### config.mk
export PLATFORM = sky130hd
export DESIGN_NAME = rgb_to_16_color_index
export DESIGN_NICKNAME = d
export VERILOG_FILES = /design/src/sv/rgb16_pkg.sv /design/src/sv/rgb_to_16_color_index.sv /design/src/sv/rgb16_front.sv /design/src/sv/rgb16_div_stage.sv /design/src/sv/rgb16_back.sv
export SDC_FILE = /design/constraint.sdc
export NUM_CORES = 1
export LEC_CHECK = 0
export ABC_AREA = 0
export BUFFER_PORTS_ARGS = -buffer_cell sky130_fd_sc_hd__buf_4
export CORE_UTILIZATION = 25
export DETAILED_ROUTE_END_ITERATION = 6
export HOLD_SLACK_MARGIN = 0.08
export SLEW_MARGIN = 10
export SYNTH_ARGS = -nofsm -noshare
export SYNTH_HDL_FRONTEND = slang
export SYNTH_SLANG_ARGS = --single-unit
### constraint.sdc
create_clock -name clk -period 7.53 [get_ports clk]
set_input_delay 1.1295 -clock clk [delete_from_list [all_inputs] [get_ports clk]]
set_output_delay 1.1295 -clock clk [all_outputs]
set_load 0.02 [all_outputs]
### src/sv/rgb16_pkg.sv
package rgb16_pkg;

  localparam int PixelW = 8;
  localparam int QuoW = 6;
  localparam int RemW = PixelW + QuoW;
  localparam int IndexW = 4;

  localparam logic [PixelW-1:0] ChromaMin = 8'd12;
  localparam logic [PixelW-1:0] LDark = 8'd127;
  localparam logic [PixelW-1:0] LBright = 8'd235;
  localparam logic [PixelW-1:0] GBlack = 8'd63;
  localparam logic [PixelW-1:0] GDgray = 8'd159;
  localparam logic [PixelW-1:0] GLgray = 8'd223;
  localparam logic [7:0] HueSpan = 8'd192;
  localparam logic [7:0] HueWrap = 8'd176;
  localparam logic [7:0] HueHalfStep = 8'd16;

  localparam logic [1:0] SectRed = 2'd0;
  localparam logic [1:0] SectGreen = 2'd1;
  localparam logic [1:0] SectBlue = 2'd2;

  localparam logic [IndexW-1:0] IdxBlack = 4'd0;
  localparam logic [IndexW-1:0] IdxLgray = 4'd7;
  localparam logic [IndexW-1:0] IdxDgray = 4'd8;
  localparam logic [IndexW-1:0] IdxWhite = 4'd15;

  typedef struct packed {
    logic              is_color;
    logic              neg;
    logic [1:0]        base;
    logic [PixelW-1:0] lt;
    logic [PixelW-1:0] ch;
    logic [RemW-1:0]   rem;
    logic [QuoW-1:0]   quo;
  } rgb16_work_t;

  function automatic logic [2:0] sector_color(input logic [2:0] sector);
    logic [2:0] color;
    case (sector)
      3'd0: color = 3'd1;
      3'd1: color = 3'd3;
      3'd2: color = 3'd2;
      3'd3: color = 3'd6;
      3'd4: color = 3'd4;
      3'd5: color = 3'd5;
      default: color = 3'd1;
    endcase
    return color;
  endfunction

endpackage

### src/sv/rgb_to_16_color_index.sv
// A request accepted at the input passes the front register, the divider stages and the
// back register before it shows on out_tvalid. Throughput: one pixel per cycle while
// out_tready is high; three pipelined divider stages of two quotient bits each set the
// depth, and every stage holds its item while the next one is full. Reset: rst_n low at
// a clock edge clears every stage valid bit; the data registers are not reset.
module rgb_to_16_color_index (
  input  logic        clk,
  input  logic        rst_n,
  input  logic        in_tvalid,
  output logic        in_tready,
  input  logic [23:0] in_tdata,   // red [7:0], green [15:8], blue [23:16]
  output logic        out_tvalid,
  input  logic        out_tready,
  output logic [7:0]  out_tdata   // palette_index [3:0], zero [7:4]
);
  import rgb16_pkg::*;

  localparam int DivStages = 3;

  logic        vld [DivStages+1];
  logic        rdy [DivStages+1];
  rgb16_work_t work [DivStages+1];
  logic        back_rdy;
  logic [3:0]  palette_index;

  rgb16_front u_front (
    .clk      (clk),
    .rst_n    (rst_n),
    .up_vld   (in_tvalid),
    .up_rdy   (in_tready),
    .red      (in_tdata[7:0]),
    .green    (in_tdata[15:8]),
    .blue     (in_tdata[23:16]),
    .vld      (vld[0]),
    .down_rdy (rdy[0]),
    .data     (work[0])
  );

  for (genvar s = 0; s < DivStages; s++) begin : g_div
    rgb16_div_stage u_div (
      .clk      (clk),
      .rst_n    (rst_n),
      .up_vld   (vld[s]),
      .up_rdy   (rdy[s]),
      .up_data  (work[s]),
      .vld      (vld[s+1]),
      .down_rdy (rdy[s+1]),
      .data     (work[s+1])
    );
  end

  assign rdy[DivStages] = back_rdy;

  rgb16_back u_back (
    .clk           (clk),
    .rst_n         (rst_n),
    .up_vld        (vld[DivStages]),
    .up_rdy        (back_rdy),
    .up_data       (work[DivStages]),
    .vld           (out_tvalid),
    .down_rdy      (out_tready),
    .palette_index (palette_index)
  );

  assign out_tdata = {4'b0, palette_index};

  a_stall_full: assert property (@(posedge clk) disable iff (!rst_n)
    !in_tready |-> out_tvalid && !out_tready)
    else $error("input stalled while the pipeline has room");

  a_pad_zero: assert property (@(posedge clk) disable iff (!rst_n)
    out_tvalid |-> out_tdata[7:4] == 4'b0)
    else $error("output padding bits set");

endmodule

### src/sv/rgb16_front.sv
module rgb16_front (
  input  logic                       clk,
  input  logic                       rst_n,
  input  logic                       up_vld,
  output logic                       up_rdy,
  input  logic [7:0]                 red,
  input  logic [7:0]                 green,
  input  logic [7:0]                 blue,
  output logic                       vld,
  input  logic                       down_rdy,
  output rgb16_pkg::rgb16_work_t     data
);
  import rgb16_pkg::*;

  logic              vld_r;
  rgb16_work_t       data_r;
  rgb16_work_t       data_nxt;
  logic [PixelW-1:0] mx;
  logic [PixelW-1:0] mn;
  logic [PixelW:0]   lsum;
  logic [PixelW-1:0] pa;
  logic [PixelW-1:0] pb;
  logic [PixelW-1:0] mag;

  always_comb begin
    mx = red;
    if (green > mx) mx = green;
    if (blue > mx) mx = blue;
    mn = red;
    if (green < mn) mn = green;
    if (blue < mn) mn = blue;
    lsum = {1'b0, mx} + {1'b0, mn};
    if (mx == red) begin
      pa = green;
      pb = blue;
      data_nxt.base = SectRed;
    end else if (mx == green) begin
      pa = blue;
      pb = red;
      data_nxt.base = SectGreen;
    end else begin
      pa = red;
      pb = green;
      data_nxt.base = SectBlue;
    end
    data_nxt.neg = pa < pb;
    mag = (pa < pb) ? (pb - pa) : (pa - pb);
    data_nxt.ch = mx - mn;
    data_nxt.lt = lsum[PixelW:1];
    data_nxt.is_color = (mx - mn) >= ChromaMin;
    data_nxt.rem = {1'b0, mag, 5'b0};
    data_nxt.quo = '0;
  end

  assign up_rdy = !vld_r || down_rdy;

  always_ff @(posedge clk) begin
    if (!rst_n) begin
      vld_r <= 1'b0;
    end else if (up_rdy) begin
      vld_r <= up_vld;
    end
  end

  always_ff @(posedge clk) begin
    if (up_rdy && up_vld) begin
      data_r <= data_nxt;
    end
  end

  assign vld = vld_r;
  assign data = data_r;

endmodule

### src/sv/rgb16_div_stage.sv
module rgb16_div_stage (
  input  logic                       clk,
  input  logic                       rst_n,
  input  logic                       up_vld,
  output logic                       up_rdy,
  input  rgb16_pkg::rgb16_work_t     up_data,
  output logic                       vld,
  input  logic                       down_rdy,
  output rgb16_pkg::rgb16_work_t     data
);
  import rgb16_pkg::*;

  logic            vld_r;
  rgb16_work_t     data_r;
  rgb16_work_t     data_nxt;
  logic [RemW-1:0] dsr;
  logic [RemW-1:0] rem;
  logic [QuoW-1:0] quo;

  // Two restoring steps, each producing one quotient bit.
  always_comb begin
    dsr = {1'b0, up_data.ch, 5'b0};
    rem = up_data.rem;
    quo = up_data.quo;
    for (int i = 0; i < 2; i++) begin
      if (rem >= dsr) begin
        rem = rem - dsr;
        quo = {quo[QuoW-2:0], 1'b1};
      end else begin
        quo = {quo[QuoW-2:0], 1'b0};
      end
      rem = {rem[RemW-2:0], 1'b0};
    end
    data_nxt = up_data;
    data_nxt.rem = rem;
    data_nxt.quo = quo;
  end

  assign up_rdy = !vld_r || down_rdy;

  always_ff @(posedge clk) begin
    if (!rst_n) begin
      vld_r <= 1'b0;
    end else if (up_rdy) begin
      vld_r <= up_vld;
    end
  end

  always_ff @(posedge clk) begin
    if (up_rdy && up_vld) begin
      data_r <= data_nxt;
    end
  end

  assign vld = vld_r;
  assign data = data_r;

  a_rem_bound: assert property (@(posedge clk) disable iff (!rst_n)
    vld_r && data_r.is_color |-> data_r.rem < {data_r.ch, 6'b0})
    else $error("partial remainder out of range");

endmodule

### src/sv/rgb16_back.sv
module rgb16_back (
  input  logic                       clk,
  input  logic                       rst_n,
  input  logic                       up_vld,
  output logic                       up_rdy,
  input  rgb16_pkg::rgb16_work_t     up_data,
  output logic                       vld,
  input  logic                       down_rdy,
  output logic [3:0]                 palette_index
);
  import rgb16_pkg::*;

  logic              vld_r;
  logic [IndexW-1:0] idx_r;
  logic [IndexW-1:0] idx_nxt;
  logic [9:0]        hsum;
  logic [9:0]        qext;
  logic [7:0]        hue;
  logic [7:0]        hshift;
  logic [2:0]        sector;
  logic [2:0]        color;

  always_comb begin
    qext = {4'b0, up_data.quo};
    hsum = {2'b0, up_data.base, 6'b0} + (up_data.neg ? (10'd0 - qext) : qext);
    if (hsum[9]) begin
      hue = hsum[7:0] + HueSpan;
    end else begin
      hue = hsum[7:0];
    end
    hshift = hue + HueHalfStep;
    sector = (hue < HueWrap) ? hshift[7:5] : 3'd0;
    color = sector_color(sector);
    if (up_data.is_color) begin
      if (up_data.lt < LDark) begin
        idx_nxt = {1'b0, color};
      end else if (up_data.lt < LBright) begin
        idx_nxt = {1'b1, color};
      end else begin
        idx_nxt = IdxWhite;
      end
    end else if (up_data.lt < GBlack) begin
      idx_nxt = IdxBlack;
    end else if (up_data.lt < GDgray) begin
      idx_nxt = IdxDgray;
    end else if (up_data.lt < GLgray) begin
      idx_nxt = IdxLgray;
    end else begin
      idx_nxt = IdxWhite;
    end
  end

  assign up_rdy = !vld_r || down_rdy;

  always_ff @(posedge clk) begin
    if (!rst_n) begin
      vld_r <= 1'b0;
    end else if (up_rdy) begin
      vld_r <= up_vld;
    end
  end

  always_ff @(posedge clk) begin
    if (up_rdy && up_vld) begin
      idx_r <= idx_nxt;
    end
  end

  assign vld = vld_r;
  assign palette_index = idx_r;

  a_quo_bound: assert property (@(posedge clk) disable iff (!rst_n)
    up_vld && up_data.is_color |-> up_data.quo <= 6'd32)
    else $error("hue quotient above one sector step");

  a_rem_bound: assert property (@(posedge clk) disable iff (!rst_n)
    up_vld && up_data.is_color |-> up_data.rem < {up_data.ch, 6'b0})
    else $error("final remainder out of range");

endmodule
==> out/summary.json, run 1 <==
{
  "outcome": {"value": "complete, no violations"},
  "post-cts-setup-buffer-count": {"value": 0},
  "port_buffers": {"value": 33},
  "starting_density_of_the_core": {"value": 25.3, "unit": "%"},
  "number_of_inserted_filler_cells_in_the_final_layout": {"value": 3707},
  "root_buffer": {"value": "clkbuf_16"},
  "synth.cells.most_frequent": {"value": "edfxtp_1, ha_1, inv_1"},
  "synth_most_common_cell": {"value": "edfxtp_1"},
  "slew_headroom": {"value": 38.2, "unit": "%"},
  "grt_antenna_before_repair": {"value": 0},
  "route.detailed.drc": {"value": 0},
  "post_synth_main_area_contributors": {"value": "edfxtp_1, ha_1, mux2_2"},
  "wl_per_cell": {"value": 12.7, "unit": "um"},
  "cts_inserted_buffers": {"value": 17},
  "hold_violations": {"value": 0},
  "grt_overflow_total": {"value": 0},
  "critPathKind": {"value": "input pin to flip-flop"},
  "die_x": {"value": 192, "unit": "um"},
  "total_leakage_power": {"value": 4.30, "unit": "nW"},
  "slew_violations": {"value": 0},
  "post_route_cells_drive_above_1_share": {"value": 14.7, "unit": "%"},
  "postSynthCellCount": {"value": 889},
  "critical_path.max_stage_delay": {"value": 0.42, "unit": "ns"},
  "max-vdd-ir-drop": {"value": 0.000268, "unit": "V"},
  "seqPwrFrac": {"value": 25.2, "unit": "%"},
  "p_per_area": {"value": 410, "unit": "mW/mm^2"},
  "post_dp_cell_area": {"value": 0.00986, "unit": "sq mm"},
  "yosys_register_bits": {"value": 117},
  "power.net_switching": {"value": 1.61, "unit": "mW"},
  "number_of_enable_type_register_cells_in_the_synthesized_netlist": {"value": 112},
  "timing.fmax": {"value": 143, "unit": "MHz"},
  "hold_class": {"value": "flip-flop to flip-flop"},
  "layout-area-overhead-vs-synth": {"value": 15.7, "unit": "%"},
  "cts_num_sinks": {"value": 117},
  "maximum_number_of_pins_on_one_net_before_global_route_repair": {"value": 33},
  "synth.distinct_cells": {"value": 66},
  "critPathBufInv": {"value": 4},
  "postSynthAreaPerCell": {"value": 10.1, "unit": "sq um"},
  "worstSetupStartpointType": {"value": "input pin"},
  "critical_path.most_common_cell": {"value": "buf_4"},
  "fin_area": {"value": 0.0104, "unit": "sq mm"},
  "worst_path_dominant_cell_family": {"value": "compound AO/OA/AOI/OAI gates"},
  "htree_num_levels": {"value": 4},
  "first_pass_iters": {"value": 4},
  "period_share": {"value": 92.6, "unit": "%"},
  "p_total": {"value": 4.28, "unit": "mW"},
  "asyncSetResetFlopFracSynth": {"value": 0, "unit": "%"},
  "worst_pin_slew": {"value": 0.927, "unit": "ns"},
  "ys.warnings.count": {"value": 0},
  "die_h": {"value": 192, "unit": "um"},
  "mappedNetlistArea": {"value": 0.00902, "unit": "sq mm"},
  "gp_routability_congestion": {"value": 0.910},
  "drt.antenna.violating_nets": {"value": 0},
  "netlist.area_leader.share": {"value": 37.3, "unit": "%"},
  "clock_power_share": {"value": 17.7, "unit": "%"},
  "timing.critical_path.required": {"value": 7.67, "unit": "ns"},
  "combinationalPowerShare": {"value": 57.1, "unit": "%"},
  "io_pins": {"value": 38},
  "drt-vias-per-instance": {"value": 4.50},
  "power.switching_fraction": {"value": 37.6, "unit": "%"},
  "cts_max_path_buffers": {"value": 2},
  "worst_setup_path_end_kind": {"value": "flip-flop"},
  "synth_seq_area_share": {"value": 38.4, "unit": "%"},
  "tritoncts": {"value": "built"},
  "total_routed_wirelength": {"value": 17800, "unit": "um"},
  "minimum_clock_period": {"value": 6.98, "unit": "ns"},
  "diodes": {"value": 0},
  "cts.reportedPaths.clkPinSlew": {"value": 0.05, "unit": "ns"},
  "ctsResizeCount": {"value": 0},
  "ctsHoldBuffers": {"value": 0},
  "critPathMaxFanout": {"value": 15},
  "totalNegativeSetupSlack": {"value": 0, "unit": "ns"},
  "final-setup-viol-count": {"value": 0},
  "grt_setup_unrepaired": {"value": "false"},
  "core": {"value": 0.0356, "unit": "sq mm"},
  "grt_pass1_vias": {"value": 6124},
  "clock-skew-final": {"value": 0.00780, "unit": "ns"},
  "internal-power": {"value": 2.67, "unit": "mW"},
  "timing.critical_path.arrival": {"value": 7.12, "unit": "ns"},
  "design.final.nets": {"value": 1067},
  "area_of_the_die": {"value": 0.0368, "unit": "sq mm"},
  "synth_top_flop_cell": {"value": "edfxtp_1"},
  "groute.usage.overall": {"value": 10.1, "unit": "%"},
  "drt-initial-drc-count": {"value": 304},
  "first_pass_grt_wire_length": {"value": 29300, "unit": "um"},
  "dp_hpwl": {"value": 14300, "unit": "um"},
  "worstSkewPairLatency": {"value": 0.41, "unit": "ns"},
  "placement_rows": {"value": 69},
  "yosys.area.top_type": {"value": "edfxtp_1"},
  "drv.max_cap_violation_count": {"value": 0},
  "dr_total_vias": {"value": 6309},
  "critical_path.slowest_cell": {"value": "fa_1"}
}
path summary, 6_finish.rpt:
check,from,endpoint,slack (ns),cells after the start
worst max-delay path,in_tdata[7],u_front.data[18],0.55,27
worst min-delay path,g_div[0].u_div.data[0],g_div[1].u_div.data[2],0.41,0
worst max register to register,g_div[0].u_div.data[21],g_div[1].u_div.data[19],2.09,22
worst min register to register,g_div[0].u_div.data[0],g_div[1].u_div.data[2],0.41,0
routing by layer:
layer  vias to the layer above  GRT usage (%)  wire length, um
li1                       3247              -                -
met1                      2925           12.7             8570
met2                       100           16.5             8270
met3                        37           1.70              455
met4                         0           5.01              521
met5                         -              0                0
stage by stage:
step	utilization, %	hold slack [ns]	std cells	setup WS (ns)
final	29.3	0.413	1402	0.554
after global routing	29.3	0.417	1402	0.0761
after CTS	29.3	0.416	1402	0.564
after detailed placement	27.7	0.405	1370	0.152
after global placement	27.7	0.401	1370	0.288
after floorplan	-	0.400	892	0.178
cell usage in the layout, fill, tap and decap left out, types with 3 or more instances in the layout:
cell,instances
edfxtp_1,112
ha_1,103
inv_1,96
nor2_1,64
a21oi_1,57
o21ai_0,55
nand2_1,51
buf_4,49
mux2_2,44
xnor2_1,42
mux2i_1,33
xor2_1,23
nor2b_1,19
clkbuf_16,17
a21o_1,16
nand4_1,13
nand2b_1,10
nand3_1,8
o21a_1,8
fa_1,8
a21boi_0,7
nor3_1,6
o21bai_1,6
dfxtp_1,5
and3_1,4
conb_1,4
clkinv_4,4
o211ai_1,3
a211o_1,3
a31oi_1,3
and2_1,3
o21ai_1,3
clkbuf_1,3
power groups by stage:
stage / registers, mW / logic [mW] / clock network [mW]
floorplan: 1.06 / 1.98 / 0
global placement: 1.09 / 2.40 / 0
detailed placement: 1.09 / 2.44 / 0
CTS: 1.08 / 2.46 / 0.774
global route: 1.09 / 2.74 / 0.803
finish: 1.08 / 2.44 / 0.758
cells by family after synthesis:
family / count (synthesis) / synth area share [%]
flip-flops: 117 / 38.4
XOR/XNOR: 65 / 6.31
AO/OA/AOI/OAI: 196 / 14.2
adder cells (fa/ha/maj): 112 / 16.2
multiplexers: 77 / 9.16
AND/OR/NAND/NOR: 193 / 10.1
buffers and inverters: 128 / 5.55
other: 1 / 0.0416
state kept, by name, indices dropped and copies added, names as in the netlist:
signal                count
g_div.u_div.data         80
g_div.u_div.vld           3
u_back.palette_index      4
u_back.vld                1
u_front.data             28
u_front.vld               1
final cells by class:
class	count	area [sq um]	area share (%)
Multi-Input combinational cell	647	5090	48.8
Clock buffer	20	437	4.19
Timing Repair Buffer	49	368	3.53
Sequential cell	117	3460	33.2
Tap cell	461	577	5.53
Inverter	96	360	3.46
Clock inverter	12	131	1.26
worst register-to-register path: stages, from the launching register on:
cell and delay (ns):
edfxtp_1 0.43, inv_1 0.15, ha_1 0.26, nor2b_1 0.13, o21ai_0 0.21, a21boi_0 0.15
o21ai_0 0.24, a21boi_1 0.13, o21a_1 0.19, o21ai_0 0.22, nand2b_1 0.27, and2_1 0.26
ha_1 0.29, nor2b_1 0.14, o21ai_1 0.16, a21oi_1 0.10, o21ai_1 0.15, a21oi_1 0.10
o21ai_0 0.17, nand2b_1 0.12, a41o_1 0.24, a211oi_2 0.65, mux2_2 0.42
No activity file was read; power rests on OpenSTA's default activity.
==> run 2, diff against run 1 <==
--- a/config.mk
+++ b/config.mk
@@ -7,9 +7,10 @@
 export LEC_CHECK = 0
 export ABC_AREA = 0
 export BUFFER_PORTS_ARGS = -buffer_cell sky130_fd_sc_hd__buf_4
-export CORE_UTILIZATION = 25
+export CORE_UTILIZATION = 57
 export DETAILED_ROUTE_END_ITERATION = 6
 export HOLD_SLACK_MARGIN = 0.08
+export PLACE_DENSITY = 0.77
 export SLEW_MARGIN = 10
 export SYNTH_ARGS = -nofsm -noshare
 export SYNTH_HDL_FRONTEND = slang
==> out/summary.json, run 2 (synthesis results as in run 1) <==
{
  "die_h": {"value": 128, "unit": "um", "change": "-33%"},
  "post_layout_nonfiller_instances": {"value": 1152, "change": "-18%"},
  "cts_inserted_buffers": {"value": 17, "change": "unchanged"},
  "placed_cells": {"value": 1120, "change": "-18%"},
  "worst_setup_path_startpoint": {"value": "in_tdata[1]"},
  "combinationalPowerShare": {"value": 57.5, "unit": "%", "change": "+0.4 points"},
  "grt_antenna_before_repair": {"value": 0, "change": "unchanged"},
  "grt-busiest-layer": {"value": "met2"},
  "root_buffer": {"value": "clkbuf_16"},
  "critPathBufInv": {"value": 3, "change": "-1"},
  "core": {"value": 0.0153, "unit": "sq mm", "change": "-57%"},
  "timing.critical_path.arrival": {"value": 7.21, "unit": "ns", "change": "+0.09 ns"},
  "hold_violations": {"value": 0, "change": "unchanged"},
  "layout_common_cells": {"value": "edfxtp_1, ha_1, inv_1"},
  "grt_util_met2": {"value": 41.7, "unit": "%", "change": "+25 points"},
  "power.switching_fraction": {"value": 39.2, "unit": "%", "change": "+1.6 points"},
  "first_pass_grt_wire_length": {"value": 29800, "unit": "um", "change": "+1.6%"},
  "clock_power_share": {"value": 17.9, "unit": "%", "change": "+0.2 points"},
  "htree_num_levels": {"value": 4, "change": "unchanged"},
  "period_share": {"value": 93.7, "unit": "%", "change": "+1.1 points"},
  "critical_path.max_stage_delay": {"value": 0.42, "unit": "ns", "change": "about the same"},
  "p_per_area": {"value": 432, "unit": "mW/mm^2", "change": "+5.3%"},
  "critPathMaxFanout": {"value": 16, "change": "+1"},
  "minimum_clock_period": {"value": 7.06, "unit": "ns", "change": "+0.0823 ns"},
  "grt_util_met1": {"value": 27.4, "unit": "%", "change": "+15 points"},
  "cts_max_path_buffers": {"value": 2, "change": "unchanged"},
  "post_route_cells_drive_above_1_share": {"value": 15.2, "unit": "%", "change": "+0.53 points"},
  "groute.usage.overall": {"value": 23.2, "unit": "%", "change": "+13 points"},
  "holdCritStartpoint": {"value": "g_div[0].u_div.data[35]"},
  "outcome": {"value": "complete, no violations"},
  "drt-initial-drc-count": {"value": 337, "change": "+11%"},
  "worst_path_dominant_cell_family": {"value": "compound AO/OA/AOI/OAI gates"},
  "placement_rows": {"value": 45, "change": "-35%"},
  "worstSkewPairLatency": {"value": 0.41, "unit": "ns", "change": "about the same"},
  "reg2reg_from": {"value": "u_front.data[20]"},
  "post-cts-setup-buffer-count": {"value": 0, "change": "unchanged"},
  "worst_pin_slew": {"value": 0.758, "unit": "ns", "change": "-0.169 ns"},
  "number_of_inserted_filler_cells_in_the_final_layout": {"value": 1160, "change": "-69%"},
  "totalNegativeSetupSlack": {"value": 0, "unit": "ns", "change": "unchanged"},
  "most_common_cell_after_layout_fill_and_taps_aside": {"value": "edfxtp_1"},
  "dr_total_vias": {"value": 6436, "change": "+2.0%"},
  "timing.fmax": {"value": 142, "unit": "MHz", "change": "-1.2%"},
  "cts.reportedPaths.clkPinSlew": {"value": 0.06, "unit": "ns", "change": "about the same"},
  "gp_routability_congestion": {"value": 0.936, "change": "+2.9%"},
  "ctsHoldBuffers": {"value": 0, "change": "unchanged"},
  "grt_util_met3": {"value": 3.88, "unit": "%", "change": "+2.2 points"},
  "seqPwrFrac": {"value": 24.6, "unit": "%", "change": "-0.6 points"},
  "hold_class": {"value": "flip-flop to flip-flop"},
  "route.detailed.drc": {"value": 0, "change": "unchanged"},
  "critPathKind": {"value": "input pin to flip-flop"},
  "port_buffers": {"value": 33, "change": "unchanged"},
  "dp_hpwl": {"value": 13400, "unit": "um", "change": "-6.3%"},
  "critical_path.slowest_cell": {"value": "a221oi_4"},
  "drt.antenna.violating_nets": {"value": 0, "change": "unchanged"},
  "drv.max_cap_violation_count": {"value": 0, "change": "unchanged"},
  "final-setup-viol-count": {"value": 0, "change": "unchanged"},
  "wl_per_cell": {"value": 15.3, "unit": "um", "change": "+20%"},
  "grt_pass1_vias": {"value": 6388, "change": "+4.3%"},
  "max-vdd-ir-drop": {"value": 0.000284, "unit": "V", "change": "+5.7%"},
  "slew_headroom": {"value": 49.1, "unit": "%", "change": "+11 points"},
  "maximum_number_of_pins_on_one_net_before_global_route_repair": {"value": 33, "change": "unchanged"},
  "cts_num_sinks": {"value": 117, "change": "unchanged"},
  "starting_density_of_the_core": {"value": 58.9, "unit": "%", "change": "+34 points"},
  "timing.critical_path.required": {"value": 7.68, "unit": "ns", "change": "about the same"},
  "internal-power": {"value": 2.66, "unit": "mW", "change": "-0.48%"},
  "slew_violations": {"value": 0, "change": "unchanged"},
  "ctsResizeCount": {"value": 0, "change": "unchanged"},
  "grt_setup_unrepaired": {"value": "false"},
  "worst_setup_path_end_kind": {"value": "flip-flop"},
  "drt-vias-per-instance": {"value": 5.59, "change": "+24%"},
  "power.net_switching": {"value": 1.72, "unit": "mW", "change": "+6.7%"},
  "io_pins": {"value": 38, "change": "unchanged"},
  "area_of_the_die": {"value": 0.0163, "unit": "sq mm", "change": "-56%"},
  "design.final.nets": {"value": 1067, "change": "unchanged"},
  "diodes": {"value": 0, "change": "unchanged"},
  "worstSetupStartpointType": {"value": "input pin"},
  "total_routed_wirelength": {"value": 17600, "unit": "um", "change": "-1.3%"},
  "first_pass_iters": {"value": 4, "change": "unchanged"},
  "total_leakage_power": {"value": 4.31, "unit": "nW", "change": "+0.38%"},
  "largest_reg_flops": {"value": 80, "change": "unchanged"},
  "clock-skew-final": {"value": 0.00740, "unit": "ns", "change": "-0.000402 ns"},
  "die_x": {"value": 128, "unit": "um", "change": "-33%"},
  "layout-area-overhead-vs-synth": {"value": 12.3, "unit": "%"},
  "grt_overflow_total": {"value": 0, "change": "unchanged"},
  "tritoncts": {"value": "built"}
}
==> run 2: area by class of cell <==
class / count / area, sq um / area share, %
Clock buffer: 17 / 425 / 4.20
Sequential cell: 117 / 3460 / 34.2
Timing Repair Buffer: 49 / 368 / 3.63
Clock inverter: 15 / 161 / 1.59
Multi-Input combinational cell: 647 / 5080 / 50.2
Inverter: 96 / 360 / 3.56
Tap cell: 211 / 264 / 2.61
==> run 2: through the flow <==
step	total power [mW]	utilization [%]	worst slack, ns	cell area, sq um	hold slack (ns)
2_1_floorplan	3.04	-	0.178	9030	0.400
4_1_cts	4.39	66.1	0.547	10100	0.415
5_1_grt	4.72	66.1	0.156	10100	0.420
3_3_place_gp	3.45	62.3	0.331	9540	0.401
6_report	4.37	66.1	0.472	10100	0.414
3_5_place_dp	3.55	62.3	0.137	9540	0.405
==> run 2: final timing paths <==
path,to,slack [ns],cells past startpoint
min reg2reg,g_div[1].u_div.data[35],0.41,0
min,g_div[1].u_div.data[35],0.41,0
max,u_front.data[18],0.47,26
max reg2reg,g_div[0].u_div.data[17],1.93,24
==> run 2: power groups by stage <==
stage / Clock, mW / Combinational [mW] / Sequential [mW]
final: 0.784 / 2.52 / 1.07
after global routing: 0.822 / 2.81 / 1.09
after CTS: 0.797 / 2.52 / 1.08
after floorplan: 0 / 1.98 / 1.06
after global placement: 0 / 2.37 / 1.08
after detailed placement: 0 / 2.46 / 1.09
==> run 2: per-layer routing <==
layer  part of all wire [%]  wire, um
met2                     51      8890
met1                     43      7650
met3                    3.4       598
met5                      0         0
met4                    2.6       459
==> run 3, diff against run 2 <==
--- a/config.mk
+++ b/config.mk
@@ -7,11 +7,9 @@
 export LEC_CHECK = 0
 export ABC_AREA = 0
 export BUFFER_PORTS_ARGS = -buffer_cell sky130_fd_sc_hd__buf_4
-export CORE_UTILIZATION = 57
+export CORE_UTILIZATION = 42
 export DETAILED_ROUTE_END_ITERATION = 6
 export HOLD_SLACK_MARGIN = 0.08
-export PLACE_DENSITY = 0.77
-export SLEW_MARGIN = 10
 export SYNTH_ARGS = -nofsm -noshare
 export SYNTH_HDL_FRONTEND = slang
 export SYNTH_SLANG_ARGS = --single-unit
==> out/summary.json, run 3 (synthesis results as in run 1) <==
{
  "outcome": {"value": "complete, no violations"},
  "timing.critical_path.required": {"value": 7.75, "unit": "ns", "change": "+0.07 ns"},
  "cts_inserted_buffers": {"value": 17, "change": "unchanged"},
  "tritoncts": {"value": "built"},
  "max-vdd-ir-drop": {"value": 0.000200, "unit": "V", "change": "-30%"},
  "grt-busiest-layer": {"value": "met2"},
  "maximum_number_of_pins_on_one_net_before_global_route_repair": {"value": 33, "change": "unchanged"},
  "total_routed_wirelength": {"value": 17100, "unit": "um", "change": "-2.6%"},
  "drt-initial-drc-count": {"value": 220, "change": "-35%"},
  "most_common_cell_after_layout_fill_and_taps_aside": {"value": "edfxtp_1"},
  "post_layout_nonfiller_instances": {"value": 1220, "change": "+5.9%"},
  "grt_util_met3": {"value": 2.79, "unit": "%", "change": "-1.1 points"},
  "dr_total_vias": {"value": 6270, "change": "-2.6%"},
  "minimum_clock_period": {"value": 6.88, "unit": "ns", "change": "-0.176 ns"},
  "dp_hpwl": {"value": 13800, "unit": "um", "change": "+3.1%"},
  "worstSkewPairLatency": {"value": 0.41, "unit": "ns", "change": "about the same"},
  "critPathMaxFanout": {"value": 12, "change": "-4"},
  "grt_overflow_total": {"value": 0, "change": "unchanged"},
  "seqPwrFrac": {"value": 25.0, "unit": "%", "change": "+0.4 points"},
  "clock_power_share": {"value": 18.1, "unit": "%", "change": "+0.2 points"},
  "layout_common_cells": {"value": "edfxtp_1, ha_1, inv_1"},
  "placed_cells": {"value": 1186, "change": "+5.9%"},
  "timing.fmax": {"value": 145, "unit": "MHz", "change": "+2.6%"},
  "drt-vias-per-instance": {"value": 5.14, "change": "-8.0%"},
  "fin_area": {"value": 0.0102, "unit": "sq mm", "change": "+1.1%"},
  "htree_num_levels": {"value": 4, "change": "unchanged"},
  "period_share": {"value": 91.4, "unit": "%", "change": "-2.3 points"},
  "grt_pass1_vias": {"value": 6217, "change": "-2.7%"},
  "critPathKind": {"value": "input pin to flip-flop"},
  "io_pins": {"value": 38, "change": "unchanged"},
  "root_buffer": {"value": "clkbuf_16"},
  "grt_util_met2": {"value": 29.2, "unit": "%", "change": "-12 points"},
  "placement_rows": {"value": 53, "change": "+18%"},
  "power.switching_fraction": {"value": 38.3, "unit": "%", "change": "-0.95 points"},
  "internal-power": {"value": 2.65, "unit": "mW", "change": "-0.15%"},
  "total_leakage_power": {"value": 4.33, "unit": "nW", "change": "+0.48%"},
  "ctsHoldBuffers": {"value": 0, "change": "unchanged"},
  "die_h": {"value": 149, "unit": "um", "change": "+16%"},
  "holdWs": {"value": 0.411, "unit": "ns", "change": "-0.00232 ns"},
  "worst_setup_path_end_kind": {"value": "flip-flop"},
  "hold_class": {"value": "flip-flop to flip-flop"},
  "design.final.nets": {"value": 1071, "change": "+0.37%"},
  "cts.reportedPaths.clkPinSlew": {"value": 0.06, "unit": "ns", "change": "about the same"},
  "post_route_cells_drive_above_1_share": {"value": 15.6, "unit": "%", "change": "+0.36 points"},
  "p_total": {"value": 4.30, "unit": "mW", "change": "-1.7%"},
  "first_pass_iters": {"value": 4, "change": "unchanged"},
  "core": {"value": 0.0210, "unit": "sq mm", "change": "+37%"},
  "wl_per_cell": {"value": 14.1, "unit": "um", "change": "-8.0%"},
  "worst_pin_slew": {"value": 0.774, "unit": "ns", "change": "+0.0157 ns"},
  "cts_num_sinks": {"value": 117, "change": "unchanged"},
  "cts_max_path_buffers": {"value": 2, "change": "unchanged"},
  "grt_antenna_before_repair": {"value": 0, "change": "unchanged"},
  "final-setup-viol-count": {"value": 0, "change": "unchanged"},
  "area_of_the_die": {"value": 0.0221, "unit": "sq mm", "change": "+35%"},
  "largest_reg_flops": {"value": 80, "change": "unchanged"},
  "diodes": {"value": 0, "change": "unchanged"},
  "hold_violations": {"value": 0, "change": "unchanged"},
  "layout-area-overhead-vs-synth": {"value": 13.5, "unit": "%"},
  "slew_violations": {"value": 0, "change": "unchanged"},
  "post_dp_cell_area": {"value": 0.00963, "unit": "sq mm", "change": "+1.0%"},
  "clock-skew-final": {"value": 0.00981, "unit": "ns", "change": "+0.00241 ns"},
  "p_per_area": {"value": 420, "unit": "mW/mm^2", "change": "-2.7%"},
  "route.detailed.drc": {"value": 0, "change": "unchanged"},
  "grt_util_met1": {"value": 20.6, "unit": "%", "change": "-6.8 points"},
  "slew_headroom": {"value": 48.1, "unit": "%", "change": "-1.1 points"},
  "first_pass_grt_wire_length": {"value": 29200, "unit": "um", "change": "-1.9%"},
  "die_x": {"value": 149, "unit": "um", "change": "+16%"},
  "port_buffers": {"value": 33, "change": "unchanged"},
  "power.net_switching": {"value": 1.65, "unit": "mW", "change": "-4.1%"},
  "totalNegativeSetupSlack": {"value": 0, "unit": "ns", "change": "unchanged"},
  "worstSetupStartpointType": {"value": "input pin"},
  "drt.antenna.violating_nets": {"value": 0, "change": "unchanged"},
  "starting_density_of_the_core": {"value": 42.9, "unit": "%", "change": "-16 points"},
  "combinationalPowerShare": {"value": 57.0, "unit": "%", "change": "-0.5 points"},
  "grt_setup_unrepaired": {"value": "false"},
  "groute.usage.overall": {"value": 16.7, "unit": "%", "change": "-6.5 points"},
  "drv.max_cap_violation_count": {"value": 0, "change": "unchanged"},
  "timing.critical_path.arrival": {"value": 7.10, "unit": "ns", "change": "-0.11 ns"},
  "gp_routability_congestion": {"value": 0.863, "change": "-7.8%"}
}
run 3: area by class of cell:
cell class,instances,area [sq um]
well taps,275,344
clock inverters,15,158
flip-flops and latches,117,3460
multi-input cells,647,5080
inverters,96,360
clock buffers,17,425
repair buffers,53,398
fillers,1967,10800
run 3: worst paths after layout:
check / start / end / slack (ns) / cells past startpoint
worst max-delay path: in_tdata[7] / u_front.data[18] / 0.65 / 27
worst min-delay path: g_div[1].u_div.data[35] / g_div[2].u_div.data[35] / 0.41 / 0
worst max register to register: g_div[0].u_div.data[21] / g_div[1].u_div.data[19] / 2.03 / 22
worst min register to register: g_div[1].u_div.data[35] / g_div[2].u_div.data[35] / 0.41 / 0
run 3: power groups by stage:
stage	registers (mW)	clock network (mW)	logic, mW
final	1.07	0.777	2.45
after global routing	1.09	0.826	2.77
after CTS	1.08	0.796	2.47
after detailed placement	1.09	0	2.44
after global placement	1.08	0	2.42
after floorplan	1.06	0	1.98
run 3: through the flow:
step	util, %	setup slack (ns)
after global placement	45.8	0.200
final	48.7	0.648
after global routing	48.7	0.119
after CTS	48.6	0.509
after detailed placement	45.8	0.0686
after floorplan	-	0.178
run 3: metal layers:
layer / part of all wire [%] / vias up
met5: 0 / -
met4: 2.1 / 0
met3: 2.5 / 26
met2: 49 / 79
met1: 46 / 2914
li1: - / 3251
run 3: timing repair:
item	CTS	global route
endpoints found under the setup margin	0	1
gates resized for setup	0	0
buffers inserted	0	2
run 3: critical path: stages:
cell and delay, ns:
buf_4 0.13, inv_1 0.07, ha_1 0.33, a21oi_1 0.14
o21ai_0 0.16, o21ai_2 0.41, buf_4 0.20, mux2i_1 0.24
ha_1 0.28, nand4_1 0.16, nor2_1 0.10, a211oi_1 0.29
nor2_2 0.14, a31oi_2 0.42, buf_4 0.22, buf_4 0.17
mux2_2 0.35, mux2i_1 0.26, ha_1 0.31, nand2_1 0.07
o21ai_0 0.09, o41ai_2 0.26, buf_4 0.27, nand2_1 0.08
a211oi_2 0.35, nor4b_1 0.12, a2111oi_2 0.34
